File: config.mk
export PLATFORM = sky130hd
export DESIGN_NAME = tlfb_csr
export DESIGN_NICKNAME = d
export VERILOG_FILES = /design/src/tlfb_pkg.sv /design/src/tlfb_csr.sv
export SDC_FILE = /design/constraint.sdc
export NUM_CORES = 1
export LEC_CHECK = 0
export ABC_AREA = 1
export BUFFER_PORTS_ARGS = -buffer_cell sky130_fd_sc_hd__buf_2
export CORE_MARGIN = 2
export CORE_UTILIZATION = 30
export CTS_BUF_LIST = sky130_fd_sc_hd__clkbuf_4 sky130_fd_sc_hd__clkbuf_8
export DETAILED_ROUTE_END_ITERATION = 8
export HOLD_SLACK_MARGIN = 0.12
export PLACE_DENSITY = 0.77
export REMOVE_ABC_BUFFERS = 1
export SLEW_MARGIN = 20
export SYNTH_ARGS = -nofsm -noshare
export SYNTH_HDL_FRONTEND = slang
export SYNTH_SLANG_ARGS = --single-unit
File: constraint.sdc
create_clock -name clock -period 0.8 [get_ports clock]
set_clock_uncertainty 0.2 [all_clocks]
set_input_delay 0.08 -clock clock [delete_from_list [all_inputs] [get_ports clock]]
set_output_delay 0.08 -clock clock [all_outputs]
set_load 0.01 [all_outputs]
File: src/tlfb_pkg.sv
// Shared types and constants for the tiled LED framebuffer pixel access block.
package tlfb_pkg;

   // Field and register widths fixed by the item and register layout.
   localparam int COLUMN_W = 8;
   localparam int ROW_W = 7;
   localparam int COUNT_W = 4;
   localparam int CMP_W = COUNT_W + 1;
   localparam int CSR_ADDR_W = 4;
   localparam int CSR_DATA_W = 32;

   // Largest module block in bytes (24 columns, two bytes per column).
   localparam int MODULE_BYTES_MAX = 48;

   // Request kinds.
   localparam logic REQ_WRITE = 1'b0;
   localparam logic REQ_READ = 1'b1;

   // Display geometry codes.
   localparam logic MODE_32X8 = 1'b0;
   localparam logic MODE_24X16 = 1'b1;

   // Register indexes, taken from the word address.
   localparam logic [1:0] REG_DISPLAY_MODE = 2'd0;
   localparam logic [1:0] REG_MODULES_ACROSS = 2'd1;
   localparam logic [1:0] REG_MODULES_DOWN = 2'd2;

   // Live configuration.
   typedef struct packed {
      logic display_mode;
      logic [COUNT_W-1:0] modules_across;
      logic [COUNT_W-1:0] modules_down;
   } tlfb_cfg_type;

   // Commands from the controller to the datapath.
   typedef struct packed {
      logic clear_step;
      logic load_req;
      logic mem_read;
      logic commit;
      logic load_rsp;
   } tlfb_cmd_type;

   // Status from the datapath to the controller.
   typedef struct packed {
      logic clear_last;
   } tlfb_status_type;

endpackage

File: src/tlfb_csr.sv
// Configuration register bank with its APB-style access port.
module tlfb_csr (
   input  logic clock,
   input  logic reset,
   input  logic csr_psel,
   input  logic csr_penable,
   input  logic csr_pwrite,
   input  logic [tlfb_pkg::CSR_ADDR_W-1:0] csr_paddr,
   input  logic [tlfb_pkg::CSR_DATA_W-1:0] csr_pwdata,
   output logic [tlfb_pkg::CSR_DATA_W-1:0] csr_prdata,
   output logic csr_pready,
   output tlfb_pkg::tlfb_cfg_type cfg
);
   import tlfb_pkg::*;

   logic display_mode_ff, display_mode_in;
   logic [COUNT_W-1:0] modules_across_ff, modules_across_in;
   logic [COUNT_W-1:0] modules_down_ff, modules_down_in;
   logic wr_en;
   logic [1:0] reg_index;

   assign csr_pready = 1'b1;
   assign wr_en = csr_psel && csr_penable && csr_pwrite && csr_pready;
   assign reg_index = csr_paddr[3:2];

   // Register write decode; writes to unknown indexes are dropped.
   always_comb begin
      display_mode_in = display_mode_ff;
      modules_across_in = modules_across_ff;
      modules_down_in = modules_down_ff;
      if (wr_en) begin
         case (reg_index)
            REG_DISPLAY_MODE: begin
               display_mode_in = csr_pwdata[0];
            end
            REG_MODULES_ACROSS: begin
               modules_across_in = csr_pwdata[COUNT_W-1:0];
            end
            REG_MODULES_DOWN: begin
               modules_down_in = csr_pwdata[COUNT_W-1:0];
            end
            default: begin
            end
         endcase
      end
   end

   always_ff @(posedge clock) begin
      if (reset) begin
         display_mode_ff <= MODE_32X8;
         modules_across_ff <= COUNT_W'(1);
         modules_down_ff <= COUNT_W'(1);
      end else begin
         display_mode_ff <= display_mode_in;
         modules_across_ff <= modules_across_in;
         modules_down_ff <= modules_down_in;
      end
   end

   // Read-back multiplexer.
   always_comb begin
      case (reg_index)
         REG_DISPLAY_MODE: csr_prdata = CSR_DATA_W'(display_mode_ff);
         REG_MODULES_ACROSS: csr_prdata = CSR_DATA_W'(modules_across_ff);
         REG_MODULES_DOWN: csr_prdata = CSR_DATA_W'(modules_down_ff);
         default: csr_prdata = '0;
      endcase
   end

   assign cfg.display_mode = display_mode_ff;
   assign cfg.modules_across = modules_across_ff;
   assign cfg.modules_down = modules_down_ff;

endmodule

==> flow_summary.ini <==
[critical_path]
reg2regPathDepth = 3
required_ns = 0.52
timing.critical_path.fanout_max = 3
combined_buffer_and_inverter_count_along_the_critical_path = 1
crit_type = reg2out
worst_setup_path_end_kind = output port
arrival_ns = 0.89
critPathSlowestCell = sky130_fd_sc_hd__dfxtp_2
worstReg2RegStart = modules_down_ff[0]
timing.reg2reg.setup_slack_ns = -0.07
rr_endpoint = modules_down_ff[0]
timing.critical_path.slowest_cell_delay_ns = 0.36
critical_path.cell_chain = nand2_1 -> nand3_1 -> buf_2
cp_top_family = flip-flops
startpoint_type_of_the_worst_setup_path = flop

[clocking]
maximum_number_of_buffers_from_clock_root_to_sink = 2
cts_tree = built
cts_root_buf = sky130_fd_sc_hd__clkbuf_4
h-tree-depth = 1
cts.clk_slew.worst_paths_ns = 0.07
clock_sink_count = 9
worst_skew_pair.late_latency_ns = 0.27
cts_made_buffers = 3

[global_routing]
number_of_global_route_vias_before_repair = 534
grt_max_degree = 10
wire_length_of_the_first_global_routing_pass_um = 2201
globalRouteTotalUtil_pct = 11.03
grt.overflow.total = 0
initial_antenna_violation_count = 0

[floorplanning]
core_area_mm2 = 0.002191
initial_standard_cell_utilization_of_the_core_pct = 31.58
die_w_um = 52.03
pin_count = 83
std_cell_rows = 17
die_outline_area_mm2 = 0.002707
die_height_um = 52.03

[synth]
yosys.area.top_type = sky130_fd_sc_hd__buf_4
ys_ff_latch = 9
synthesis.area_um2 = 691.9
yosys_warnings = 0
synthesized_area_divided_by_synthesized_cell_count_um2 = 6.527
synth.area.top_cells = sky130_fd_sc_hd__buf_4, sky130_fd_sc_hd__dfxtp_1, sky130_fd_sc_hd__nand2_1, sky130_fd_sc_hd__nand3_1, sky130_fd_sc_hd__nor2_1
synthDominantCellAreaShare_pct = 32.55
synth_cell_types = 13
syn-instance-count = 106
synth_sequential_area_ratio_pct = 26.04

[detailed_routing]
routed_wire_length_per_instance_um = 9.109
detailedRoute.firstIterationViolations = 15
drtAntennaViolNets = 0
num_vias = 649
drt_drc_violations_left = 0
drt-pass1-iter-count = 4
routed_wire_length_um = 1503
post_drt_via_cell_ratio = 3.933

[pwr]
peakVddDrop_mv = 0.5296
total_power_mw = 1.117
total_leakage_power_nw = 0.4904
power.density_cell_area_mw_per_mm2 = 1226

[placement]
place_worst_setup_slack_ns = -0.2356
detailed_place_hpwl_um = 1075
numPortBuffers = 23
weighted_congestion_reported_at_the_end_of_routability_driven_placement = 0.7636

[sta]
timing.final.crit_period_ns = 1.169
timing.final.ws_setup_ns = -0.3687
rsz0062_at_grt = yes
max_freq_mhz = 855.6
final_min_period_over_clock_period_pct = 146.1
timing.final.hold_violations = 9
maxSlewViolCount = 0
timing.hold.ws_ns = -0.1400
setup_viol = 14

[layout]
mostFrequentLayoutCell = sky130_fd_sc_hd__conb_1
flow.area_growth_from_synthesis_pct = 31.65
most-common-layout-cells = sky130_fd_sc_hd__conb_1, sky130_fd_sc_hd__nand2_1, sky130_fd_sc_hd__buf_2, sky130_fd_sc_hd__buf_6, sky130_fd_sc_hd__nor2_1
design.final.nets = 179
post-route-util_pct = 41.58
antennaDiodeCount = 0
fillers = 243
post_route_cells_drive_above_1_share_pct = 40.15

[run]
reported_max_cap_violation_count = 0

[status]
status = complete, but fails checks
violations = negative hold slack, negative setup slack

[hold_path]
hold_critical_path_depth = 3
min_delay_worst_endpoint = modules_across_ff[0]
timing.hold.worst.start = csr_pwdata[0]
hold_class = in2reg
[kinds of logic (layout without fill, tap and decap cells)]
group | count (synthesis) | after routing | synth area share, %
and+or+nand+nor | 54 | 54 | 33.81
buffers and inverters | 38 | 42 | 36.89
AOI/OAI and AO/OA | 3 | 3 | 2.169
DFF | 9 | 9 | 26.04
other | 2 | 29 | 1.085
[per-stage QoR]
| step | hold WS, ns | setup TNS (ns) | instances | cell area, µm² |
|---|---|---|---|---|
| 3_3_place_gp | 0.1394 | -2.509 | 157 | 740.7 |
| 2_1_floorplan | 0.006232 | -0.09397 | 103 | 568.0 |
| 4_1_cts | -0.1409 | -3.815 | 162 | 847.1 |
| 5_1_grt | -0.09107 | -4.515 | 165 | 910.9 |
| 6_report | -0.1400 | -3.990 | 165 | 910.9 |
| 3_5_place_dp | 0.1407 | -2.565 | 157 | 740.7 |
[tightest hold or removal path, stage by stage]
cell,delay [ns]
sky130_fd_sc_hd__buf_2,0.11
sky130_fd_sc_hd__nand2_1,0.05
sky130_fd_sc_hd__nand3_1,0.05
[sequential cells by signal, indices dropped and copies added (netlist names)]
signal / count
modules_across_ff: 4
modules_down_ff: 4
display_mode_ff: 1
[synth_stat cells]
master / instances
sky130_fd_sc_hd__nand3_1: 11
sky130_fd_sc_hd__dfxtp_1: 9
sky130_fd_sc_hd__a21oi_1: 1
sky130_fd_sc_hd__inv_1: 5
sky130_fd_sc_hd__clkinv_1: 1
sky130_fd_sc_hd__buf_4: 30
sky130_fd_sc_hd__nand2_1: 24
sky130_fd_sc_hd__nor2_2: 4
sky130_fd_sc_hd__conb_1: 2
sky130_fd_sc_hd__inv_2: 2
sky130_fd_sc_hd__o21ai_0: 2
sky130_fd_sc_hd__nor2_4: 1
sky130_fd_sc_hd__nor2_1: 14
[how the worst max path moves through the flow]
stage                               startpoint       endpoint  cells after the start
after detailed placement          csr_paddr[2]  csr_prdata[0]                      6
final                     modules_across_ff[0]  csr_prdata[0]                      3
after floorplan           modules_across_ff[0]  csr_prdata[0]                      2
after global routing        modules_down_ff[3]  csr_prdata[3]                      3
after CTS                   modules_down_ff[0]  csr_prdata[0]                      3
after global placement            csr_paddr[3]  csr_prdata[0]                      6
[final cells by class]
type | count | area, µm² | share of cell area [%]
tap | 28 | 35.03 | 3.846
inverter | 8 | 30.03 | 3.297
sequential | 9 | 191.4 | 21.02
timing repair buffer | 30 | 244.0 | 26.79
clock buffer | 4 | 30.03 | 3.297
multi-input combinational | 86 | 380.4 | 41.76
[report_power, final]
part | switching, mW | internal, mW
Clock | 0.182 | 0.227
Combinational | 0.160 | 0.0790
Sequential | 0.00936 | 0.460
Total | 0.351 | 0.765
[layer usage]
metal	track usage [%]	share of wire, %
met5	0	0
met4	5.263	1.5
met3	4.023	9.4
met2	19.62	52
met1	11.28	37
[what timing repair did]
action,4_1_cts,5_1_grt
endpoints found under the hold margin,9,9
endpoints found under the setup margin,14,21
pin swaps,2,7
resized for setup,19,13
buffers inserted,1,3
No activity file was read; power rests on OpenSTA's default activity.
