**src/tlfb_pkg.sv**
```systemverilog
// Shared types and constants for the tiled LED framebuffer pixel access block.
package tlfb_pkg;

   // Field and register widths fixed by the item and register layout.
   localparam int COLUMN_W = 8;
   localparam int ROW_W = 7;
   localparam int COUNT_W = 4;
   localparam int CMP_W = COUNT_W + 1;
   localparam int CSR_ADDR_W = 4;
   localparam int CSR_DATA_W = 32;

   // Largest module block in bytes (24 columns, two bytes per column).
   localparam int MODULE_BYTES_MAX = 48;

   // Request kinds.
   localparam logic REQ_WRITE = 1'b0;
   localparam logic REQ_READ = 1'b1;

   // Display geometry codes.
   localparam logic MODE_32X8 = 1'b0;
   localparam logic MODE_24X16 = 1'b1;

   // Register indexes, taken from the word address.
   localparam logic [1:0] REG_DISPLAY_MODE = 2'd0;
   localparam logic [1:0] REG_MODULES_ACROSS = 2'd1;
   localparam logic [1:0] REG_MODULES_DOWN = 2'd2;

   // Live configuration.
   typedef struct packed {
      logic display_mode;
      logic [COUNT_W-1:0] modules_across;
      logic [COUNT_W-1:0] modules_down;
   } tlfb_cfg_type;

   // Commands from the controller to the datapath.
   typedef struct packed {
      logic clear_step;
      logic load_req;
      logic mem_read;
      logic commit;
      logic load_rsp;
   } tlfb_cmd_type;

   // Status from the datapath to the controller.
   typedef struct packed {
      logic clear_last;
   } tlfb_status_type;

endpackage

```
**src/tlfb_ctrl.sv**
```systemverilog
// Controller: clearing pass, read and write phases, and the result handshake.
module tlfb_ctrl (
   input  logic clock,
   input  logic reset,
   input  logic req_valid,
   output logic req_ready,
   output logic rsp_valid,
   input  logic rsp_ready,
   output tlfb_pkg::tlfb_cmd_type cmd,
   input  tlfb_pkg::tlfb_status_type status
);
   import tlfb_pkg::*;

   localparam logic [1:0] ST_CLEAR = 2'd0;
   localparam logic [1:0] ST_IDLE = 2'd1;
   localparam logic [1:0] ST_READ = 2'd2;
   localparam logic [1:0] ST_WRITE = 2'd3;

   logic [1:0] state_ff, state_in;
   logic rsp_valid_ff, rsp_valid_in;
   logic slot_free, accept;

   // The result register can take a new item when empty or being emptied.
   assign slot_free = !rsp_valid_ff || rsp_ready;
   assign req_ready = (state_ff == ST_IDLE) || ((state_ff == ST_WRITE) && slot_free);
   assign accept = req_valid && req_ready;

   // Commands to the datapath.
   assign cmd.clear_step = (state_ff == ST_CLEAR);
   assign cmd.load_req = accept;
   assign cmd.mem_read = (state_ff == ST_READ);
   assign cmd.commit = (state_ff == ST_WRITE);
   assign cmd.load_rsp = (state_ff == ST_WRITE) && slot_free;

   // Next state.
   always_comb begin
      state_in = state_ff;
      case (state_ff)
         ST_CLEAR: begin
            if (status.clear_last) begin
               state_in = ST_IDLE;
            end
         end
         ST_IDLE: begin
            if (accept) begin
               state_in = ST_READ;
            end
         end
         ST_READ: begin
            state_in = ST_WRITE;
         end
         ST_WRITE: begin
            if (slot_free) begin
               state_in = accept ? ST_READ : ST_IDLE;
            end
         end
         default: begin
            state_in = ST_IDLE;
         end
      endcase
   end

   // Result valid flag.
   always_comb begin
      if (cmd.load_rsp) begin
         rsp_valid_in = 1'b1;
      end else if (rsp_ready) begin
         rsp_valid_in = 1'b0;
      end else begin
         rsp_valid_in = rsp_valid_ff;
      end
   end

   always_ff @(posedge clock) begin
      if (reset) begin
         state_ff <= ST_CLEAR;
         rsp_valid_ff <= 1'b0;
      end else begin
         state_ff <= state_in;
         rsp_valid_ff <= rsp_valid_in;
      end
   end

   assign rsp_valid = rsp_valid_ff;

   // No item is taken while the framebuffer is being cleared.
   a_no_accept_in_clear: assert property (@(posedge clock) disable iff (reset)
      (state_ff == ST_CLEAR) |-> !req_ready)
      else $error("item accepted during clearing pass");

   // An accepted item always goes to the read phase.
   a_accept_to_read: assert property (@(posedge clock) disable iff (reset)
      accept |=> (state_ff == ST_READ))
      else $error("accepted item did not enter read phase");

   // The read phase is always followed by the write phase.
   a_read_to_write: assert property (@(posedge clock) disable iff (reset)
      (state_ff == ST_READ) |=> (state_ff == ST_WRITE))
      else $error("read phase not followed by write phase");

   // A new result only appears out of the write phase.
   a_result_from_write: assert property (@(posedge clock) disable iff (reset)
      $rose(rsp_valid_ff) |-> ($past(state_ff) == ST_WRITE))
      else $error("result raised outside write phase");

endmodule
```
**config.mk**
```make
export PLATFORM = sky130hd
export DESIGN_NAME = tlfb_ctrl
export DESIGN_NICKNAME = d
export VERILOG_FILES = /design/src/tlfb_pkg.sv /design/src/tlfb_ctrl.sv
export SDC_FILE = /design/constraint.sdc
export NUM_CORES = 1
export LEC_CHECK = 0
export ABC_CLOCK_PERIOD_IN_PS = 1690
export BUFFER_PORTS_ARGS = -buffer_cell sky130_fd_sc_hd__buf_2
export CAP_MARGIN = 25
export CORE_AREA = 2 2 39 41
export CTS_BUF_LIST = sky130_fd_sc_hd__clkbuf_8
export DETAILED_ROUTE_END_ITERATION = 16
export DIE_AREA = 0 0 41 43
export PLACE_DENSITY = 0.3
export SYNTH_ARGS = -nofsm -noshare
export SYNTH_HDL_FRONTEND = slang
export SYNTH_SLANG_ARGS = --single-unit
export TNS_END_PERCENT = 30
```
**constraint.sdc**
```tcl
create_clock -name clock -period 1.69 [get_ports clock]
set_input_delay 0.169 -clock clock [delete_from_list [all_inputs] [get_ports clock]]
set_output_delay 0.169 -clock clock [all_outputs]
set_load 0.02 [all_outputs]
```
==> impl_metrics.env, run 1 <==
export IMPL_yosysTopAreaCellShare_pct=34.8
export IMPL_rsz0062_at_grt="no"
export IMPL_hold_path_class="primary input to flop"
export IMPL_antenna_found_initial=0
export IMPL_clk_pin_slew_worst_paths_ns=0.03
export IMPL_grt_pass1_wl_microns=662
export IMPL_path_cells="and2b_2, nand2_1, and2_2, buf_2"
export IMPL_p_int_mw=0.253
export IMPL_overflow=0
export IMPL_dieArea_sq_mm=0.00176
export IMPL_synth_seq_cells=3
export IMPL_postSynthCellCount=23
export IMPL_hold_buffers=0
export IMPL_worst_endpoint_required_ns=1.52
export IMPL_ant_nets=0
export IMPL_gp_congestion=0.669
export IMPL_synth_simple_area_share_pct=37.7
export IMPL_post_route_period_util_pct=77.1
export IMPL_grt_max_degree=8
export IMPL_slew_headroom_pct=84.6
export IMPL_rows=14
export IMPL_cts_tree="yes"
export IMPL_netlist_area_sq_um=173
export IMPL_min_period_ns=1.30
export IMPL_setup_viol=0
export IMPL_reg2reg_slack_ns=0.78
export IMPL_maxCapViolCount=0
export IMPL_p_seq_share_pct=24.8
export IMPL_criticalPathCategory="flop to primary output"
export IMPL_synthMuxAreaShare_pct=0
export IMPL_timing_final_ws_setup_ns=0.387
export IMPL_yosysTopAreaCell="dfxtp_1"
export IMPL_setup_tns_ns=0
export IMPL_p_clk_share_pct=60.3
export IMPL_root_buffer="clkbuf_8"
export IMPL_seq_area_frac_synth_pct=34.8
export IMPL_slowest_delay_ns=0.31
export IMPL_initial_utilization_pct=12.5
export IMPL_hpwlAfterDp_microns=309
export IMPL_crit_fanout=5
export IMPL_postCtsSetupBuffers=0
export IMPL_grt_pass1_vias=166
export IMPL_wl_microns=399
export IMPL_swShare_pct=25.3
export IMPL_coreArea_sq_mm=0.00138
export IMPL_yosysUniqueCellTypes=13
export IMPL_setup_worst_path_start_class="flop"
export IMPL_track_usage_pct=6.01
export IMPL_vias_per_cell=3.42
export IMPL_drc=0
export IMPL_fin_nets=42
export IMPL_cts_max_level=1
export IMPL_p_leak_nw=0.156
export IMPL_wl_per_cell_microns=7.67
export IMPL_drt_iter0_drc=0
export IMPL_synth_area_per_cell_sq_um=7.51
export IMPL_yosys_area_share_xor_xnor_pct=0
export IMPL_vias=178
export IMPL_synth_compound_area_share_pct=14.5
export IMPL_ys_warn_count=0
export IMPL_powerDensity_mw_per_mm2=1220
export IMPL_synth_top_family_by_area="simple AND/OR/NAND/NOR gates"
export IMPL_clk_latency_ns=0.22
export IMPL_postCtsResizedCells=0
export IMPL_antenna_cells=0
export IMPL_netlist_top_cells_area="dfxtp_1 (35%), buf_4 (8.7%), nor2_1 (8.7%)"
export IMPL_end_kind="primary output"
export IMPL_p_comb_share_pct=15.0
export IMPL_area_growth_pct=60.9
export IMPL_ios=12
export IMPL_ir_drop_mv=0.321
export IMPL_p_sw_mw=0.0857
export IMPL_fp_dieH_microns=43
export IMPL_die_x_microns=41
export IMPL_synth_adder_area_share_pct=0
export IMPL_hold_viol=0
export IMPL_cp_arrival_ns=1.13
export IMPL_portBuffers=11
export IMPL_stdcell_count=52
export IMPL_slew_viol_final=0
export IMPL_status="finished clean"
export IMPL_pre_cts_slack_ns=0.591
export IMPL_clockBufferDepth=2
export IMPL_clock_skew_ns=0.00328
export IMPL_worst_pin_slew_ns=0.230
export IMPL_final_layout_size_suffix_gt1_share_pct=50.0
export IMPL_drtPass1Iterations=1
export IMPL_cts_buffers=3
export IMPL_slowest_stage="dfxtp_1"
export IMPL_synth_nets=28
export IMPL_cts_sinks=3
export IMPL_fmax_mhz=767
export IMPL_place_inst=48
[synthesized netlist by cell type (all sizes together)]
library cell  number
a21oi              3
a31oi              1
and2               1
and2b              1
buf                2
dfxtp              3
inv                2
nand2              3
nand2b             1
nor2               4
nor3               1
or2                1
[layout make-up]
cell class	count	area, sq um
fillers	160	1110
clock buffers	3	41.3
well taps	16	20.0
repair buffers	11	55.1
multi-input cells	16	90.1
flip-flops and latches	3	60.1
inverters	2	7.51
clock inverters	1	3.75
[metrics by stage]
step                      power (mW)  util, %  hold slack [ns]  instance area [sq um]
after floorplan                0.120        -            0.238                    173
after global placement         0.137     16.8            0.383                    233
after detailed placement       0.136     16.8            0.375                    233
after CTS                      0.344     20.1            0.153                    278
after global routing           0.363     20.1            0.165                    278
final                          0.338     20.1            0.155                    278
[power by group through the flow]
stage / combinational, mW / clock, mW / sequential, mW
after floorplan: 0.0368 / 0 / 0.0835
after global placement: 0.0517 / 0 / 0.0848
after detailed placement: 0.0516 / 0 / 0.0849
after CTS: 0.0517 / 0.209 / 0.0838
after global routing: 0.0566 / 0.221 / 0.0850
final: 0.0507 / 0.204 / 0.0837
[critical path: cells and delay by family, from the launching register on]
family	cells	cell delay, ns
buf+inv	1	0.15
flops	1	0.31
simple gates	3	0.46
[final timing paths]
kind | cells past startpoint | to | startpoint
worst max register to register | 3 | state_ff[0] | state_ff[0]
worst min-delay path | 2 | rsp_valid | reset
worst max-delay path | 4 | req_ready | rsp_valid
worst min register to register | 2 | state_ff[1] | state_ff[1]
[registers in the layout, indices dropped and copies added (netlist names)]
signal / cells
state_ff: 2
rsp_valid: 1
[layout by cell type, fill, tap and decap left out, drive strengths merged]
cell / synthesis / layout
nand2: 3 / 3
and2: 1 / 1
a21oi: 3 / 3
and2b: 1 / 1
inv: 2 / 3
dfxtp: 3 / 3
nor2: 4 / 4
a31oi: 1 / 1
nor3: 1 / 1
buf: 2 / 11
clkbuf: 0 / 3
nand2b: 1 / 1
or2: 1 / 1
[routing by layer]
layer | wire length (microns) | part of all wire, % | vias to the layer above | global-route usage [%]
met5 | 0 | 0 | - | 0
met4 | 0 | 0 | 0 | 2.00
met3 | 55 | 14 | 0 | 6.28
met2 | 167 | 42 | 11 | 7.50
met1 | 176 | 44 | 70 | 6.71
li1 | - | - | 97 | -
[cell families after synthesis]
logic type	after synthesis
AO/OA/AOI/OAI	4
AND/OR/NAND/NOR	12
flip-flops	3
buffers and inverters	4
Note: power is estimated with default switching activity, not from simulation.
==> run 2: changes to the inputs <==
--- a/config.mk
+++ b/config.mk
@@ -5,14 +5,14 @@
 export SDC_FILE = /design/constraint.sdc
 export NUM_CORES = 1
 export LEC_CHECK = 0
-export ABC_CLOCK_PERIOD_IN_PS = 1690
+export ABC_CLOCK_PERIOD_IN_PS = 1050
 export BUFFER_PORTS_ARGS = -buffer_cell sky130_fd_sc_hd__buf_2
 export CAP_MARGIN = 25
 export CORE_AREA = 2 2 39 41
 export CTS_BUF_LIST = sky130_fd_sc_hd__clkbuf_8
 export DETAILED_ROUTE_END_ITERATION = 16
 export DIE_AREA = 0 0 41 43
-export PLACE_DENSITY = 0.3
+export PLACE_DENSITY = 0.31
 export SYNTH_ARGS = -nofsm -noshare
 export SYNTH_HDL_FRONTEND = slang
 export SYNTH_SLANG_ARGS = --single-unit
==> constraint.sdc (replaced) <==
create_clock -name clock -period 1.05 [get_ports clock]
set_input_delay 0.105 -clock clock [delete_from_list [all_inputs] [get_ports clock]]
set_output_delay 0.105 -clock clock [all_outputs]
set_load 0.02 [all_outputs]
==> impl_metrics.env, run 2 (synthesized netlist as in run 1, its figures left out) <==
export IMPL_dr_wl_met3_microns=12
export IMPL_criticalPathCategory="flop to primary output"
export IMPL_final_layout_size_suffix_gt1_share_pct=74.4
export IMPL_slew_headroom_pct=89.2
export IMPL_slowest_delay_ns=0.30
export IMPL_whs_endpoint="state_ff[1]"
export IMPL_fin_nets=45
export IMPL_wl_per_cell_microns=8.56
export IMPL_cts_buffers=3
export IMPL_portBuffers=11
export IMPL_clk_latency_ns=0.22
export IMPL_reg2reg_depth=4
export IMPL_hold_path_class="primary input to flop"
export IMPL_path_cells="and2b_2, nand2_2, and2_4, buf_6"
export IMPL_whs_path_depth=2
export IMPL_wl_microns=471
export IMPL_layout_commonest_cell="buf_2"
export IMPL_clock_skew_ns=0.00294
export IMPL_status="finished with violations"
export IMPL_violations="negative setup slack"
export IMPL_grt_pass1_vias=196
export IMPL_r2r_start="rsp_valid"
export IMPL_slew_viol_final=0
export IMPL_setup_tns_ns=-0.329
export IMPL_p_leak_nw=0.180
export IMPL_drt_met1_wl_microns=163
export IMPL_rows=14
export IMPL_cts_max_level=1
export IMPL_die_x_microns=41
export IMPL_worst_pin_slew_ns=0.161
export IMPL_rsz0062_at_grt="yes"
export IMPL_setup_worst_path_start_class="flop"
export IMPL_hold_buffers=0
export IMPL_maxCapViolCount=0
export IMPL_wl_met2_microns=274
export IMPL_grt_pass1_wl_microns=779
export IMPL_drtPass1Iterations=2
export IMPL_grt_max_degree=8
export IMPL_reg2reg_slack_ns=0.12
export IMPL_initial_utilization_pct=12.5
export IMPL_ir_drop_mv=0.457
export IMPL_root_buffer="clkbuf_8"
export IMPL_worst_endpoint_required_ns=0.94
export IMPL_hold_viol=0
export IMPL_dpl_cell_area_sq_um=240
export IMPL_area_growth_pct=107
export IMPL_gp_congestion=0.635
export IMPL_ios=12
export IMPL_antenna_found_initial=0
export IMPL_fp_dieH_microns=43
export IMPL_slowest_stage="dfxtp_2"
export IMPL_dieArea_sq_mm=0.00176
export IMPL_powerDensity_mw_per_mm2=1650
export IMPL_drt_iter0_drc=2
export IMPL_clockBufferDepth=2
export IMPL_largest_register_ffs=2
export IMPL_design_area_sq_um=358
export IMPL_clk_pin_slew_worst_paths_ns=0.03
export IMPL_drc=0
export IMPL_total_power_mw=0.590
export IMPL_fmax_mhz=846
export IMPL_coreArea_sq_mm=0.00138
export IMPL_vias=198
export IMPL_end_kind="primary output"
export IMPL_top_register="state_ff"
export IMPL_cts_sinks=3
export IMPL_crit_fanout=5
export IMPL_setup_viol=3
export IMPL_r2r_end="state_ff[1]"
export IMPL_cp_arrival_ns=1.08
export IMPL_vias_per_cell=3.60
export IMPL_timing_final_ws_setup_ns=-0.132
export IMPL_track_usage_pct=7.22
export IMPL_layout_common_cells="buf_2 (6), buf_6 (5)"
export IMPL_highest_layer="met4"
export IMPL_min_period_ns=1.18
export IMPL_post_route_period_util_pct=113
export IMPL_crit_start="rsp_valid"
export IMPL_overflow=0
export IMPL_min_from="reset"
export IMPL_ant_nets=0
export IMPL_cts_tree="yes"
export IMPL_antenna_cells=0
## run 2: how the worst max path moves through the flow
stage / endpoint / slack [ns] / depth (start not counted)
CTS: cmd[0] / -0.13 / 4
global placement: req_ready / 0.04 / 4
finish: req_ready / -0.13 / 4
floorplan: req_ready / 0.02 / 3
detailed placement: req_ready / 0.04 / 4
global route: req_ready / -0.17 / 4
## run 2: what timing repair did
action                                  4_1_cts  5_1_grt
pin swaps                                     2        3
setup buffers                                 1        1
hold endpoints to repair                      0        0
resized for setup                            14        6
endpoints found under the setup margin        5        6
## run 2: final cells by class
class,count,area [sq um]
Clock inverter,1,3.75
Timing Repair Buffer,14,109
Tap cell,16,20.0
Fill cell,172,1030
Multi-Input combinational cell,16,113
Sequential cell,3,63.8
Clock buffer,3,41.3
Inverter,2,7.51
## run 2: metrics by stage
stage / hold slack, ns / util, % / worst slack [ns] / cells
2_1_floorplan: 0.174 / - / 0.0248 / 23
3_3_place_gp: 0.328 / 17.4 / 0.0431 / 49
3_5_place_dp: 0.325 / 17.4 / 0.0420 / 49
4_1_cts: 0.0865 / 23.9 / -0.131 / 54
5_1_grt: 0.101 / 25.9 / -0.169 / 55
6_report: 0.0854 / 25.9 / -0.132 / 55
## run 2: power by group
group          switching (mW)  leakage, nW  internal (mW)
sequential             0.0109       0.0258          0.125
combinational          0.0574        0.128         0.0614
clock                  0.0859       0.0269          0.250
total                   0.154        0.180          0.436
## run 2: layer usage
layer,vias up,GRT usage [%]
met3,2,1.57
met2,5,10.6
met5,-,0
met1,87,6.41
met4,0,10.0
li1,104,-
## run 2: critical path, delay by kind of cell, from the launching register on
family,cells,cell delay (ns)
simple gates,3,0.46
flops,1,0.30
buf+inv,1,0.10
